**config.mk**
```make
export PLATFORM = sky130hd
export DESIGN_NAME = serial_frame_deframer_checksum
export DESIGN_NICKNAME = d
export VERILOG_FILES = /design/src/sfd_pkg.sv /design/src/sfd_pay_mem.sv /design/src/sfd_parser.sv /design/src/serial_frame_deframer_checksum.sv
export VERILOG_INCLUDE_DIRS = /design/src /design/src/src
export SDC_FILE = /design/constraint.sdc
export NUM_CORES = 1
export LEC_CHECK = 0
export BUFFER_PORTS_ARGS = -buffer_cell sky130_fd_sc_hd__buf_2
export CAP_MARGIN = 25
export CORE_AREA = 2 2 172 208
export CTS_CLUSTER_DIAMETER = 80
export DETAILED_ROUTE_END_ITERATION = 6
export DIE_AREA = 0 0 174 210
export GPL_TIMING_DRIVEN = 0
export SETUP_SLACK_MARGIN = 0.1
export SLEW_MARGIN = 15
export SYNTH_ARGS = -nofsm -noshare
export SYNTH_HDL_FRONTEND = slang
export SYNTH_SLANG_ARGS = --single-unit
```
**constraint.sdc**
```tcl
create_clock -name clk_i -period 16.2 [get_ports clk_i]
set_input_delay 2.43 -clock clk_i [delete_from_list [all_inputs] [get_ports clk_i]]
set_output_delay 2.43 -clock clk_i [all_outputs]
set_load 0.01 [all_outputs]
```
**src/assert_macros.svh**
```systemverilog
// Assertion helpers shared by the deframer modules.
// Both expect the clock clk_i and the active-low reset rst_ni in scope.
`ifndef ASSERT_MACROS_SVH
`define ASSERT_MACROS_SVH

`define SFD_ASSERT(label, prop, msg) \
  label: assert property (@(posedge clk_i) disable iff (!rst_ni) prop) \
    else $error(msg);

`define SFD_ASSERT_NEVER(label, expr, msg) \
  `SFD_ASSERT(label, !(expr), msg)

`endif

```
**src/sfd_pkg.sv**
```systemverilog
package sfd_pkg;

  localparam int BYTE_W      = 8;
  localparam int LEN_W       = 5;
  localparam int OUT_BYTES   = 16;
  localparam int ROW_W       = 64;
  localparam int KEY_W       = 48;
  localparam int APB_ADDR_W  = 4;
  localparam int APB_DATA_W  = 32;
  localparam int REG_IDX_W   = 2;

  localparam int MAX_PAYLOAD_DEF = 16;

  localparam logic [REG_IDX_W-1:0] REG_HEADER     = 2'd0;
  localparam logic [REG_IDX_W-1:0] REG_MAX_LEN    = 2'd1;
  localparam logic [REG_IDX_W-1:0] REG_REPORT_LEN = 2'd2;

  localparam logic [BYTE_W-1:0] HEADER_RST     = 8'hAA;
  localparam logic [LEN_W-1:0]  MAX_LEN_RST    = 5'd16;
  localparam logic [LEN_W-1:0]  REPORT_LEN_RST = 5'd9;

  localparam logic STATUS_GOOD = 1'b0;
  localparam logic STATUS_BAD  = 1'b1;

  typedef enum logic [1:0] {
    PH_HUNT,
    PH_LEN,
    PH_DATA,
    PH_CHECK
  } phase_e;

  typedef enum logic [1:0] {
    ACT_NONE   = 2'd0,
    ACT_WAKEUP = 2'd1,
    ACT_REPORT = 2'd2
  } action_e;

  typedef struct packed {
    logic             status;
    action_e          action;
    logic [LEN_W-1:0] length;
  } result_t;

endpackage

```
**src/sfd_pay_mem.sv**
```systemverilog
module sfd_pay_mem #(
  parameter int MAX_PAYLOAD = sfd_pkg::MAX_PAYLOAD_DEF
) (
  input  logic                                  clk_i,
  input  logic                                  wr_en_i,
  input  logic [$clog2(((MAX_PAYLOAD+7)/8)*8)-1:0] wr_pos_i,
  input  logic [sfd_pkg::BYTE_W-1:0]            wr_data_i,
  input  logic                                  rd_en_i,
  output logic [sfd_pkg::ROW_W-1:0]             rd_low_o,
  output logic [sfd_pkg::ROW_W-1:0]             rd_high_o
);

  localparam int MEM_ROWS = (MAX_PAYLOAD + 7) / 8;
  localparam int RW       = (MEM_ROWS > 1) ? $clog2(MEM_ROWS) : 1;
  localparam int ROW1     = (MEM_ROWS > 1) ? 1 : 0;

  logic [sfd_pkg::ROW_W-1:0] mem [MEM_ROWS];
  logic [RW-1:0]             wr_row;
  logic [2:0]                wr_lane;
  logic [sfd_pkg::ROW_W-1:0] rd_low_q;
  logic [sfd_pkg::ROW_W-1:0] rd_high_q;

  assign wr_row  = RW'(wr_pos_i >> 3);
  assign wr_lane = wr_pos_i[2:0];

  always_ff @(posedge clk_i) begin
    if (wr_en_i) begin
      mem[wr_row][{wr_lane, 3'b000} +: sfd_pkg::BYTE_W] <= wr_data_i;
    end
    if (rd_en_i) begin
      rd_low_q  <= mem[RW'(0)];
      rd_high_q <= mem[RW'(ROW1)];
    end
  end

  assign rd_low_o  = rd_low_q;
  assign rd_high_o = rd_high_q;

endmodule

```
**src/sfd_parser.sv**
```systemverilog
`include "assert_macros.svh"

module sfd_parser #(
  parameter int MAX_PAYLOAD = sfd_pkg::MAX_PAYLOAD_DEF
) (
  input  logic                                     clk_i,
  input  logic                                     rst_ni,
  input  logic                                     in_valid_i,
  output logic                                     in_ready_o,
  input  logic [sfd_pkg::BYTE_W-1:0]               rx_byte_i,
  input  logic                                     host_suspended_i,
  input  logic                                     host_ready_i,
  input  logic                                     slot_free_i,
  input  logic [sfd_pkg::BYTE_W-1:0]               header_byte_i,
  input  logic [sfd_pkg::LEN_W-1:0]                max_length_i,
  input  logic [sfd_pkg::LEN_W-1:0]                report_length_i,
  output logic                                     wr_en_o,
  output logic [$clog2(((MAX_PAYLOAD+7)/8)*8)-1:0] wr_pos_o,
  output logic [sfd_pkg::BYTE_W-1:0]               wr_data_o,
  output logic                                     rd_en_o,
  output sfd_pkg::result_t                         result_o
);

  localparam int PW = $clog2(((MAX_PAYLOAD + 7) / 8) * 8);

  sfd_pkg::phase_e                phase_q, phase_d;
  logic [sfd_pkg::BYTE_W-1:0]     sum_q, sum_d;
  logic [sfd_pkg::LEN_W-1:0]      len_q, len_d;
  logic [sfd_pkg::LEN_W-1:0]      bl_q, bl_d;
  logic [PW-1:0]                  wpos_q, wpos_d;
  logic                           accept;
  logic                           too_long;
  logic [sfd_pkg::BYTE_W-1:0]     sum_next;

  assign in_ready_o = (phase_q != sfd_pkg::PH_CHECK) || slot_free_i;
  assign accept     = in_valid_i && in_ready_o;
  assign sum_next   = sum_q + rx_byte_i;
  assign too_long   = (rx_byte_i > {3'b000, max_length_i}) ||
                      (rx_byte_i > sfd_pkg::BYTE_W'(MAX_PAYLOAD));

  always_comb begin
    phase_d = phase_q;
    if (accept) begin
      case (phase_q)
        sfd_pkg::PH_HUNT: begin
          if (rx_byte_i == header_byte_i) phase_d = sfd_pkg::PH_LEN;
        end
        sfd_pkg::PH_LEN: begin
          if (too_long) phase_d = sfd_pkg::PH_HUNT;
          else if (rx_byte_i == '0) phase_d = sfd_pkg::PH_CHECK;
          else phase_d = sfd_pkg::PH_DATA;
        end
        sfd_pkg::PH_DATA: begin
          if (bl_q == sfd_pkg::LEN_W'(1)) phase_d = sfd_pkg::PH_CHECK;
        end
        sfd_pkg::PH_CHECK: begin
          phase_d = sfd_pkg::PH_HUNT;
        end
        default: begin
          phase_d = sfd_pkg::PH_HUNT;
        end
      endcase
    end
  end

  always_comb begin
    sum_d   = sum_q;
    len_d   = len_q;
    bl_d    = bl_q;
    wpos_d  = wpos_q;
    wr_en_o = 1'b0;
    rd_en_o = 1'b0;
    if (accept) begin
      case (phase_q)
        sfd_pkg::PH_HUNT: begin
          if (rx_byte_i == header_byte_i) sum_d = rx_byte_i;
        end
        sfd_pkg::PH_LEN: begin
          if (!too_long) begin
            sum_d  = sum_next;
            len_d  = rx_byte_i[sfd_pkg::LEN_W-1:0];
            bl_d   = rx_byte_i[sfd_pkg::LEN_W-1:0];
            wpos_d = '0;
          end
        end
        sfd_pkg::PH_DATA: begin
          sum_d   = sum_next;
          wr_en_o = 1'b1;
          wpos_d  = wpos_q + PW'(1);
          bl_d    = bl_q - sfd_pkg::LEN_W'(1);
        end
        sfd_pkg::PH_CHECK: begin
          rd_en_o = 1'b1;
          sum_d   = '0;
          bl_d    = '0;
        end
        default: begin
          sum_d = '0;
        end
      endcase
    end
  end

  always_comb begin
    result_o.status = (sum_next == '0) ? sfd_pkg::STATUS_GOOD : sfd_pkg::STATUS_BAD;
    result_o.action = sfd_pkg::ACT_NONE;
    result_o.length = len_q;
    if ((sum_next == '0) && (len_q == report_length_i)) begin
      if (host_suspended_i) result_o.action = sfd_pkg::ACT_WAKEUP;
      else if (host_ready_i) result_o.action = sfd_pkg::ACT_REPORT;
    end
  end

  assign wr_pos_o  = wpos_q;
  assign wr_data_o = rx_byte_i;

  always_ff @(posedge clk_i or negedge rst_ni) begin
    if (!rst_ni) begin
      phase_q <= sfd_pkg::PH_HUNT;
      sum_q   <= '0;
      len_q   <= '0;
      bl_q    <= '0;
      wpos_q  <= '0;
    end else begin
      phase_q <= phase_d;
      sum_q   <= sum_d;
      len_q   <= len_d;
      bl_q    <= bl_d;
      wpos_q  <= wpos_d;
    end
  end

  `SFD_ASSERT(a_data_left, phase_q == sfd_pkg::PH_DATA |-> bl_q != '0, "payload phase with no words left")
  `SFD_ASSERT(a_wpos_in_frame, phase_q == sfd_pkg::PH_DATA |-> wpos_q < len_q, "write position beyond frame length")
  `SFD_ASSERT_NEVER(a_wr_rd_excl, wr_en_o && rd_en_o, "payload write and readout in one cycle")

endmodule

```
**src/serial_frame_deframer_checksum.sv**
```systemverilog
// Serial frame deframer with additive checksum.
// The input channel (in_valid_i/in_ready_o) carries one received word per
// transfer, together with the host status flags sampled with that word.
// The block hunts for the header word, takes a length word, stores that many
// payload words in a small synchronous payload memory and checks the 8-bit
// sum of the whole frame on the checksum word.
// Only the checksum word gives a result on the output channel
// (out_valid_o/out_ready_i): status, action, frame length and the payload,
// with payload words at or beyond the frame length reported as zero.
// One word is accepted per cycle while in_ready_o is high; the result appears in the
// cycle after the checksum word is accepted, as the payload memory read is registered.
// If the receiver stalls, the result is held and only a following checksum
// word waits; header, length and payload words keep flowing meanwhile.
// Reset returns the block to header hunting and loads the default
// configuration; the payload memory needs no clearing pass.
// Configuration must be written over the APB port only while the block is idle; the block itself does not enforce it.
`include "assert_macros.svh"

module serial_frame_deframer_checksum #(
  parameter int MAX_PAYLOAD = sfd_pkg::MAX_PAYLOAD_DEF
) (
  input  logic                                clk_i,
  input  logic                                rst_ni,
  input  logic                                in_valid_i,
  output logic                                in_ready_o,
  input  logic [sfd_pkg::BYTE_W-1:0]          rx_byte_i,
  input  logic                                host_suspended_i,
  input  logic                                host_ready_i,
  output logic                                out_valid_o,
  input  logic                                out_ready_i,
  output logic                                status_o,
  output logic [1:0]                          action_o,
  output logic [sfd_pkg::LEN_W-1:0]           frame_length_o,
  output logic [sfd_pkg::BYTE_W-1:0]          modifier_keys_o,
  output logic [sfd_pkg::KEY_W-1:0]           key_codes_o,
  output logic [sfd_pkg::ROW_W-1:0]           payload_low_o,
  output logic [sfd_pkg::ROW_W-1:0]           payload_high_o,
  input  logic                                psel,
  input  logic                                penable,
  input  logic                                pwrite,
  input  logic [sfd_pkg::APB_ADDR_W-1:0]      paddr,
  input  logic [sfd_pkg::APB_DATA_W-1:0]      pwdata,
  output logic [sfd_pkg::APB_DATA_W-1:0]      prdata,
  output logic                                pready
);

  localparam int PW = $clog2(((MAX_PAYLOAD + 7) / 8) * 8);

  logic [sfd_pkg::BYTE_W-1:0]  header_q;
  logic [sfd_pkg::LEN_W-1:0]   max_len_q;
  logic [sfd_pkg::LEN_W-1:0]   report_len_q;
  logic                        cfg_wr;
  logic [sfd_pkg::REG_IDX_W-1:0] cfg_idx;

  logic                        out_valid_q, out_valid_d;
  sfd_pkg::result_t            res_q;
  sfd_pkg::result_t            res_new;
  logic                        slot_free;

  logic                        wr_en;
  logic [PW-1:0]               wr_pos;
  logic [sfd_pkg::BYTE_W-1:0]  wr_data;
  logic                        rd_en;
  logic [sfd_pkg::ROW_W-1:0]   rd_low;
  logic [sfd_pkg::ROW_W-1:0]   rd_high;
  logic [2*sfd_pkg::ROW_W-1:0] rows;
  logic [2*sfd_pkg::ROW_W-1:0] masked;

  assign pready  = 1'b1;
  assign cfg_wr  = psel && penable && pwrite && pready;
  assign cfg_idx = paddr[sfd_pkg::APB_ADDR_W-1:2];

  always_ff @(posedge clk_i or negedge rst_ni) begin
    if (!rst_ni) begin
      header_q     <= sfd_pkg::HEADER_RST;
      max_len_q    <= sfd_pkg::MAX_LEN_RST;
      report_len_q <= sfd_pkg::REPORT_LEN_RST;
    end else if (cfg_wr) begin
      case (cfg_idx)
        sfd_pkg::REG_HEADER:     header_q     <= pwdata[sfd_pkg::BYTE_W-1:0];
        sfd_pkg::REG_MAX_LEN:    max_len_q    <= pwdata[sfd_pkg::LEN_W-1:0];
        sfd_pkg::REG_REPORT_LEN: report_len_q <= pwdata[sfd_pkg::LEN_W-1:0];
        default: begin
        end
      endcase
    end
  end

  always_comb begin
    case (cfg_idx)
      sfd_pkg::REG_HEADER:     prdata = sfd_pkg::APB_DATA_W'(header_q);
      sfd_pkg::REG_MAX_LEN:    prdata = sfd_pkg::APB_DATA_W'(max_len_q);
      sfd_pkg::REG_REPORT_LEN: prdata = sfd_pkg::APB_DATA_W'(report_len_q);
      default:                 prdata = '0;
    endcase
  end

  assign slot_free = !out_valid_q || out_ready_i;

  sfd_parser #(
    .MAX_PAYLOAD(MAX_PAYLOAD)
  ) u_parser (
    .clk_i            (clk_i),
    .rst_ni           (rst_ni),
    .in_valid_i       (in_valid_i),
    .in_ready_o       (in_ready_o),
    .rx_byte_i        (rx_byte_i),
    .host_suspended_i (host_suspended_i),
    .host_ready_i     (host_ready_i),
    .slot_free_i      (slot_free),
    .header_byte_i    (header_q),
    .max_length_i     (max_len_q),
    .report_length_i  (report_len_q),
    .wr_en_o          (wr_en),
    .wr_pos_o         (wr_pos),
    .wr_data_o        (wr_data),
    .rd_en_o          (rd_en),
    .result_o         (res_new)
  );

  sfd_pay_mem #(
    .MAX_PAYLOAD(MAX_PAYLOAD)
  ) u_pay_mem (
    .clk_i     (clk_i),
    .wr_en_i   (wr_en),
    .wr_pos_i  (wr_pos),
    .wr_data_i (wr_data),
    .rd_en_i   (rd_en),
    .rd_low_o  (rd_low),
    .rd_high_o (rd_high)
  );

  always_comb begin
    out_valid_d = out_valid_q;
    if (rd_en) out_valid_d = 1'b1;
    else if (out_ready_i) out_valid_d = 1'b0;
  end

  always_ff @(posedge clk_i or negedge rst_ni) begin
    if (!rst_ni) begin
      out_valid_q <= 1'b0;
    end else begin
      out_valid_q <= out_valid_d;
    end
  end

  always_ff @(posedge clk_i) begin
    if (rd_en) begin
      res_q <= res_new;
    end
  end

  // Words at or beyond the frame length may be left over from older frames.
  assign rows = {rd_high, rd_low};

  always_comb begin
    masked = '0;
    for (int i = 0; i < sfd_pkg::OUT_BYTES; i++) begin
      if (sfd_pkg::LEN_W'(i) < res_q.length) begin
        masked[i*sfd_pkg::BYTE_W +: sfd_pkg::BYTE_W] = rows[i*sfd_pkg::BYTE_W +: sfd_pkg::BYTE_W];
      end
    end
  end

  assign out_valid_o     = out_valid_q;
  assign status_o        = res_q.status;
  assign action_o        = res_q.action;
  assign frame_length_o  = res_q.length;
  assign modifier_keys_o = masked[15:8];
  assign key_codes_o     = masked[71:24];
  assign payload_low_o   = masked[63:0];
  assign payload_high_o  = masked[127:64];

  `SFD_ASSERT(a_act_good, out_valid_q && res_q.action != sfd_pkg::ACT_NONE |-> res_q.status == sfd_pkg::STATUS_GOOD, "action on a bad frame")
  `SFD_ASSERT(a_short_high, out_valid_q && res_q.length <= 5'd8 |-> payload_high_o == '0, "upper payload set on a short frame")
  `SFD_ASSERT(a_rd_result, rd_en |=> out_valid_q, "checksum word gave no result")

endmodule
```
==> results of run 1 <==
## per-stage QoR
step                std cells  power (mW)  area, um^2  hold slack, ps  worst slack [ps]
global placement         1621       1.234       14720           400.7              4652
floorplan                 934       1.155       13020           400.3              7077
global route             1681       1.981       15800           419.2             10270
detailed placement       1626       1.243       14850           404.5             10370
CTS                      1680       1.911       15800           416.0             10360
finish                   1681       1.890       15800           415.3             10380
## cell families after synthesis
kind of cell	count (synthesis)	synth area share (%)
AOI/OAI and AO/OA	81	3.976
xor gates and xnor gates	20	1.354
adders and majority gates	23	2.283
buffers and inverters	120	5.853
DFF	307	69.68
muxes	25	2.128
other	2	0.05807
and+or+nand+nor	333	14.67
## synth_stat cells, types with 3 or more instances
library cell / number
nor4_1: 4
nor2b_1: 88
xnor2_1: 9
or2_2: 4
clkbuf_1: 22
and2_1: 102
nand3_1: 15
dfstp_2: 7
nor3_1: 10
o211ai_1: 3
dfrtp_1: 36
nor3b_1: 4
mux2i_1: 5
and3_1: 8
a211oi_1: 7
mux2_2: 20
buf_4: 81
a21oi_1: 19
a21o_1: 5
xor2_1: 11
inv_1: 14
a22oi_1: 4
o21ai_0: 28
nand2_1: 30
nand3b_1: 3
nand2b_1: 4
ha_1: 22
nand4_1: 3
or3_1: 5
edfxtp_1: 264
nor2_1: 44
## worst max-delay path, cell delays in order
cell      delay [ps]
clkbuf_1         400
nor2b_1          200
nand2_1          120
o21ai_0           80
buf_2            160
## placed cells by master, fill, tap and decap left out, types with 8 or more instances in the layout
master	count
edfxtp_1	264
nor2b_1	88
o21ai_0	28
and2_1	102
buf_4	81
nand3_1	15
buf_2	228
clkbuf_16	31
a21oi_1	19
clkbuf_1	24
nor2_1	43
mux2_2	20
nor3_1	8
nand2_1	30
inv_1	14
ha_1	22
xor2_1	11
dfrtp_1	36
conb_1	25
xnor2_1	9
and3_1	8
## registers in the layout, indices dropped and copies added (netlist names), named ones only
name,cells
status_o,1
out_valid_o,1
header_q,8
max_len_q,5
u_parser.sum_q,8
u_pay_mem.rd_low_o,64
u_parser.len_q,5
u_parser.bl_q,5
u_pay_mem.rd_high_o,64
report_len_q,5
action_o,2
frame_length_o,5
u_parser.wr_pos_o,4
u_pay_mem.mem,128
u_parser.phase_q,1
## final timing paths
path | end | slack [ps]
worst max-delay path | prdata[3] | 10380
worst min-delay path | u_pay_mem.rd_low_o[12] | 420
worst max register to register | u_pay_mem.mem[0][6] | 12970
worst min register to register | u_pay_mem.rd_low_o[12] | 420
max in group asynchronous | max_len_q[4] | 13810
min in group asynchronous | report_len_q[1] | 1820
## power breakdown
part | internal (mW) | switching [mW] | total [mW]
sequential | 0.904 | 0.0334 | 0.937
combinational | 0.123 | 0.166 | 0.288
clock | 0.367 | 0.297 | 0.665
total | 1.39 | 0.497 | 1.89
## layer usage
layer,wire length [um],up-vias
met2,14740,246
met3,1869,46
met1,11430,3654
met4,648,0
li1,-,3702
met5,0,-
## final cells by class
cell class | instances | area (um^2) | share of cell area (%)
Buffer | 105 | 700.7 | 4.434
Clock buffer | 33 | 783.3 | 4.956
Clock inverter | 21 | 166.4 | 1.053
Inverter | 15 | 56.30 | 0.3563
Multi-Input combinational cell | 507 | 3268 | 20.68
Sequential cell | 307 | 9012 | 57.03
Tap cell | 462 | 578.1 | 3.658
Timing Repair Buffer | 231 | 1239 | 7.838
==> results.md, run 1 <==
- CORE AREA: 34530 um^2
- Io pins: 280
- Post-CTS setup buffers: 0
- Die width: roughly 170 um
- Setup crit start: paddr[2]
- Maximum number of pins on one net before global-route repair: 31
- Final hold violation count: 0
- Cells after Synth: ~910
- Number of global-route vias before repair: 7455
- Setup_tns: 0 ps
- Clock sink total: 307
- Gr busiest metal: met2
- VDD IR-drop max: 82.24 uV
- Critical Path AT: 3390 ps
- TritonCTS clock tree: built
- CTS-repair resized insts: 0
- Status: finished clean
- Worst-path clk slew: ~70 ps
- Initial antenna violation count: 1
- First-pass iteration count of the detailed router: 5
- GR Util met3: 2.742%
- Num rows: 75
- WL per Instance: 17.06 um
- Clock skew: roughly 12 ps
- Die Height: 210 um
- Inserted Diodes: 0
- Share of the cycle needed by the critical path after routing: 35.90%
- Grt met2 use: between 20% and 30%
- #FFs+latches synth: 307
- Buffers on Ports: between 200 and 250
- CP endpoint kind: output port
- YS warnings: 0
- RSZ-0062 raised after global routing: false
- Met1 usage: a little under a fifth
- Synth async-reset ratio: ~14%
- Post-route antenna net violation count: 0
- Worst Path Required: roughly 14000 ps
- # fillers: 3170
- Gpl congestion: roughly 0.8
- Post-synthesis sequential area ratio: 69.68%
- Post-route core utilization: 45.76%
- Share of layout cells above drive strength 1: 32.90%
- Initial core utilization: 37.45%
- Clock buffer depth: 3
- Pleak: ~6.3 nW
- MaxCap Viol Count: 0
- EDFF count, synth: 264
- CTS Root Cell: clkbuf_16
- Top FF cell, synth: edfxtp_1
- Setup crit start kind: primary input
- Fin crit period: 5815 ps
- Vias post-DR: 7648
- HP Start: u_pay_mem.mem[0][12]
- Cell taking the most area after synthesis: edfxtp_1
- Hold Crit Class: reg2reg
- Worst-Skew Late Latency: 540 ps
- Synth unique cells: 55
- WS Path Type: in2out
- FF-to-FF Start: u_parser.wr_pos_o[0]
- Worst Hold Path Cells: 0
- All-Layer GR Usage: 15.33%
- Initial DRC count: 519
- Global route overflow: 0
- # DRC: 0
- Slew @ Worst Pin: 1081 ps
- Pwr dens: between 100 and 150 nW/um^2
- Mapped Area: 12930 um^2
- Die footprint: 36540 um^2
- Final setup vio count: 0
- Area growth syn-to-layout: 22.19%
- Critical path fanouts, max: 10
- Max Freq: 172.0 MHz
- Synth top area share: 61.29%
- Area contributors post-synth: edfxtp_1, dfrtp_1, and2_1
- HPWL after detailed placement: 21040 um
- Worst Reg-to-Reg Cells: 7
- Total routed wirelength: 28690 um
- H-tree Lvls: 1
- Final Max Slew Viols: 0
- Relative slew slack: 27.92%
- TritonCTS buffer count: 30
- Hold_buf cts: 0
- Final #Nets: ~1300
- Avg Inst Size Synth: 14.20 um^2
- First-pass GRT wire length: 43080 um
- Vias per inst: 4.550
Note: power is estimated with default switching activity, not from simulation.
==> run 2, diff against run 1 <==
==> constraint.sdc (replaced) <==
create_clock -name clk_i -period 5.6 [get_ports clk_i]
set_input_delay 0.84 -clock clk_i [delete_from_list [all_inputs] [get_ports clk_i]]
set_output_delay 0.84 -clock clk_i [all_outputs]
set_load 0.01 [all_outputs]
==> results.md, run 2 (synthesized netlist as in run 1, its figures left out) <==
- # DRC: 0 (unchanged)
- TritonCTS clock tree: built (unchanged)
- Share of the cycle needed by the critical path after routing: a little under three quarters
- Inserted Diodes: 0 (unchanged)
- Total routed wirelength: 29240 um (was 28690 um)
- Worst Path Required: 4760 ps (was 13770 ps)
- Clock sink total: 307 (unchanged)
- Worst-Skew Late Latency: 570 ps (was 540 ps)
- Maximum number of pins on one net before global-route repair: 44 (was 31)
- Pleak: 6.411 nW (was 6.339 nW)
- Die width: 174 um (unchanged)
- Share of layout cells above drive strength 1: 33.20% (was 32.90%)
- Commonest non-fill, non-tap cell in the layout: edfxtp_1 (unchanged)
- Post-route antenna net violation count: 0 (unchanged)
- CP endpoint kind: output port (unchanged)
- Die footprint: 36540 um^2 (unchanged)
- Final hold violation count: 0 (unchanged)
- Max FFs per register: 128 (unchanged)
- Num rows: 75 (unchanged)
- RSZ-0062 raised after global routing: false (unchanged)
- Vias per inst: 4.556 (was 4.550)
- WL per Instance: 17.32 um (was 17.06 um)
- Area growth syn-to-layout: 23.06% (was 22.19%)
- Critical Path AT: 3150 ps (was 3390 ps)
- Slew @ Worst Pin: 1031 ps (was 1081 ps)
- Relative slew slack: 31.27% (was 27.92%)
- Post-CTS setup buffers: 0 (unchanged)
- WS Path Type: reg2out (was in2out)
- TritonCTS buffer count: 31 (was 30)
- Final setup margin: 1606 ps (was 10380 ps)
- Final Max Slew Viols: 0 (unchanged)
- Worst-path clk slew: 60 ps (was 70 ps)
- VDD IR-drop max: 222.0 uV (was 82.24 uV)
- Max Freq: 250.4 MHz
- First-pass GRT wire length: 44240 um (was 43080 um)
- CTS-repair resized insts: 0 (unchanged)
- Post-route core utilization: 46.09% (was 45.76%)
- First-pass iteration count of the detailed router: 5 (unchanged)
- Buffers on Ports: 225 (unchanged)
- Most flops, register: u_pay_mem.mem (unchanged)
- Number of global-route vias before repair: 7514 (was 7455)
- HPWL after detailed placement: 21470 um (was 21040 um)
- Clock buffer depth: 3 (unchanged)
- Pwr dens: 351.6 nW/um^2 (was 119.6 nW/um^2)
- Initial core utilization: 37.45% (unchanged)
- Setup crit start kind: flop (was primary input)
- Hold Crit Class: in2async (was reg2reg)
- Leading cell types in the layout, fill and taps excluded: edfxtp_1, buf_2, and2_1 (unchanged)
- All-Layer GR Usage: 15.86% (was 15.33%)
- Final setup vio count: 0 (unchanged)
- CORE AREA: 34530 um^2 (unchanged)
- Final #Nets: 1278 (was 1273)
- MaxCap Viol Count: 0 (unchanged)
- Critical path fanouts, max: 9 (was 10)
- Gpl congestion: 0.8174 (was 0.8111)
- Status: finished clean (unchanged)
- Dpl ws: 1994 ps (was 10370 ps)
- H-tree Lvls: 1 (unchanged)
- CTS Root Cell: clkbuf_16 (unchanged)
- Clock skew: 21.40 ps (was 11.72 ps)
- Die Height: 210 um (unchanged)
- Vias post-DR: 7690 (was 7648)
- Global route overflow: 0 (unchanged)
- Io pins: 280 (unchanged)
- Initial DRC count: 380 (was 519)
- Fin crit period: approximately 4000 ps
- Hold_buf cts: 0 (unchanged)
- Initial antenna violation count: 1 (unchanged)
## run 2: cell count changes in the layout (fill, tap and decap cells not counted), sizes merged
| cell | before | now |
|---|---|---|
| clkinvlp | 7 | 3 |
| buf | 314 | 317 |
| clkinv | 12 | 15 |
| bufinv | 1 | 3 |
| clkbuf | 55 | 57 |
| inv | 16 | 17 |
## run 2: area by class of cell
type	count	area, um^2
plain buffers	105	700.7
clock buffers	34	787.0
clock inverters	23	225.2
fillers	3143	18620
inverters	15	56.30
multi-input cells	507	3268
flip-flops and latches	307	9012
well taps	462	578.1
repair buffers	235	1289
## run 2: worst paths after layout
path | depth (start not counted) | end | start | slack [ps]
min in group clk_i | 0 | u_pay_mem.rd_low_o[50] | u_pay_mem.mem[0][50] | 410
max in group asynchronous | 2 | header_q[7] | rst_ni | 4790
worst min-delay path | 1 | max_len_q[3] | rst_ni | 230
worst min register to register | 0 | u_pay_mem.rd_low_o[50] | u_pay_mem.mem[0][50] | 410
worst max register to register | 7 | u_pay_mem.mem[0][2] | u_parser.wr_pos_o[0] | 2330
worst max-delay path | 6 | payload_low_o[55] | frame_length_o[4] | 1610
## run 2: stage by stage
stage	cell area, um^2	cells	setup TNS (ps)	hold WS (ps)	power [mW]
after global placement	14730	1621	-146040	401.8	3.565
after CTS	15880	1685	0	415.8	5.652
final	15920	1688	0	226.7	5.596
after global routing	15920	1688	0	257.4	5.860
after detailed placement	14870	1628	0	404.5	3.596
after floorplan	13020	934	0	400.3	3.337
## run 2: per-layer routing
layer,wire length [um],vias up,track usage (%)
li1,-,3722,-
met1,11660,3702,19.21
met2,15360,223,29.00
met3,1595,43,2.615
met4,635,0,4.723
met5,0,-,0
## run 2: power breakdown
| part | leakage (nW) | switching, mW | internal (mW) |
|---|---|---|---|
| registers | 3.03 | 0.0968 | 2.61 |
| logic | 2.89 | 0.478 | 0.356 |
| clock network | 0.492 | 0.888 | 1.16 |
| total | 6.41 | 1.46 | 4.13 |
## run 2: worst max-delay path: stages (launching register included)
cell,delay [ps]
edfxtp_1,570
or2_2,380
a21oi_1,760
nor2_1,320
and2_1,290
buf_4,130
buf_2,130
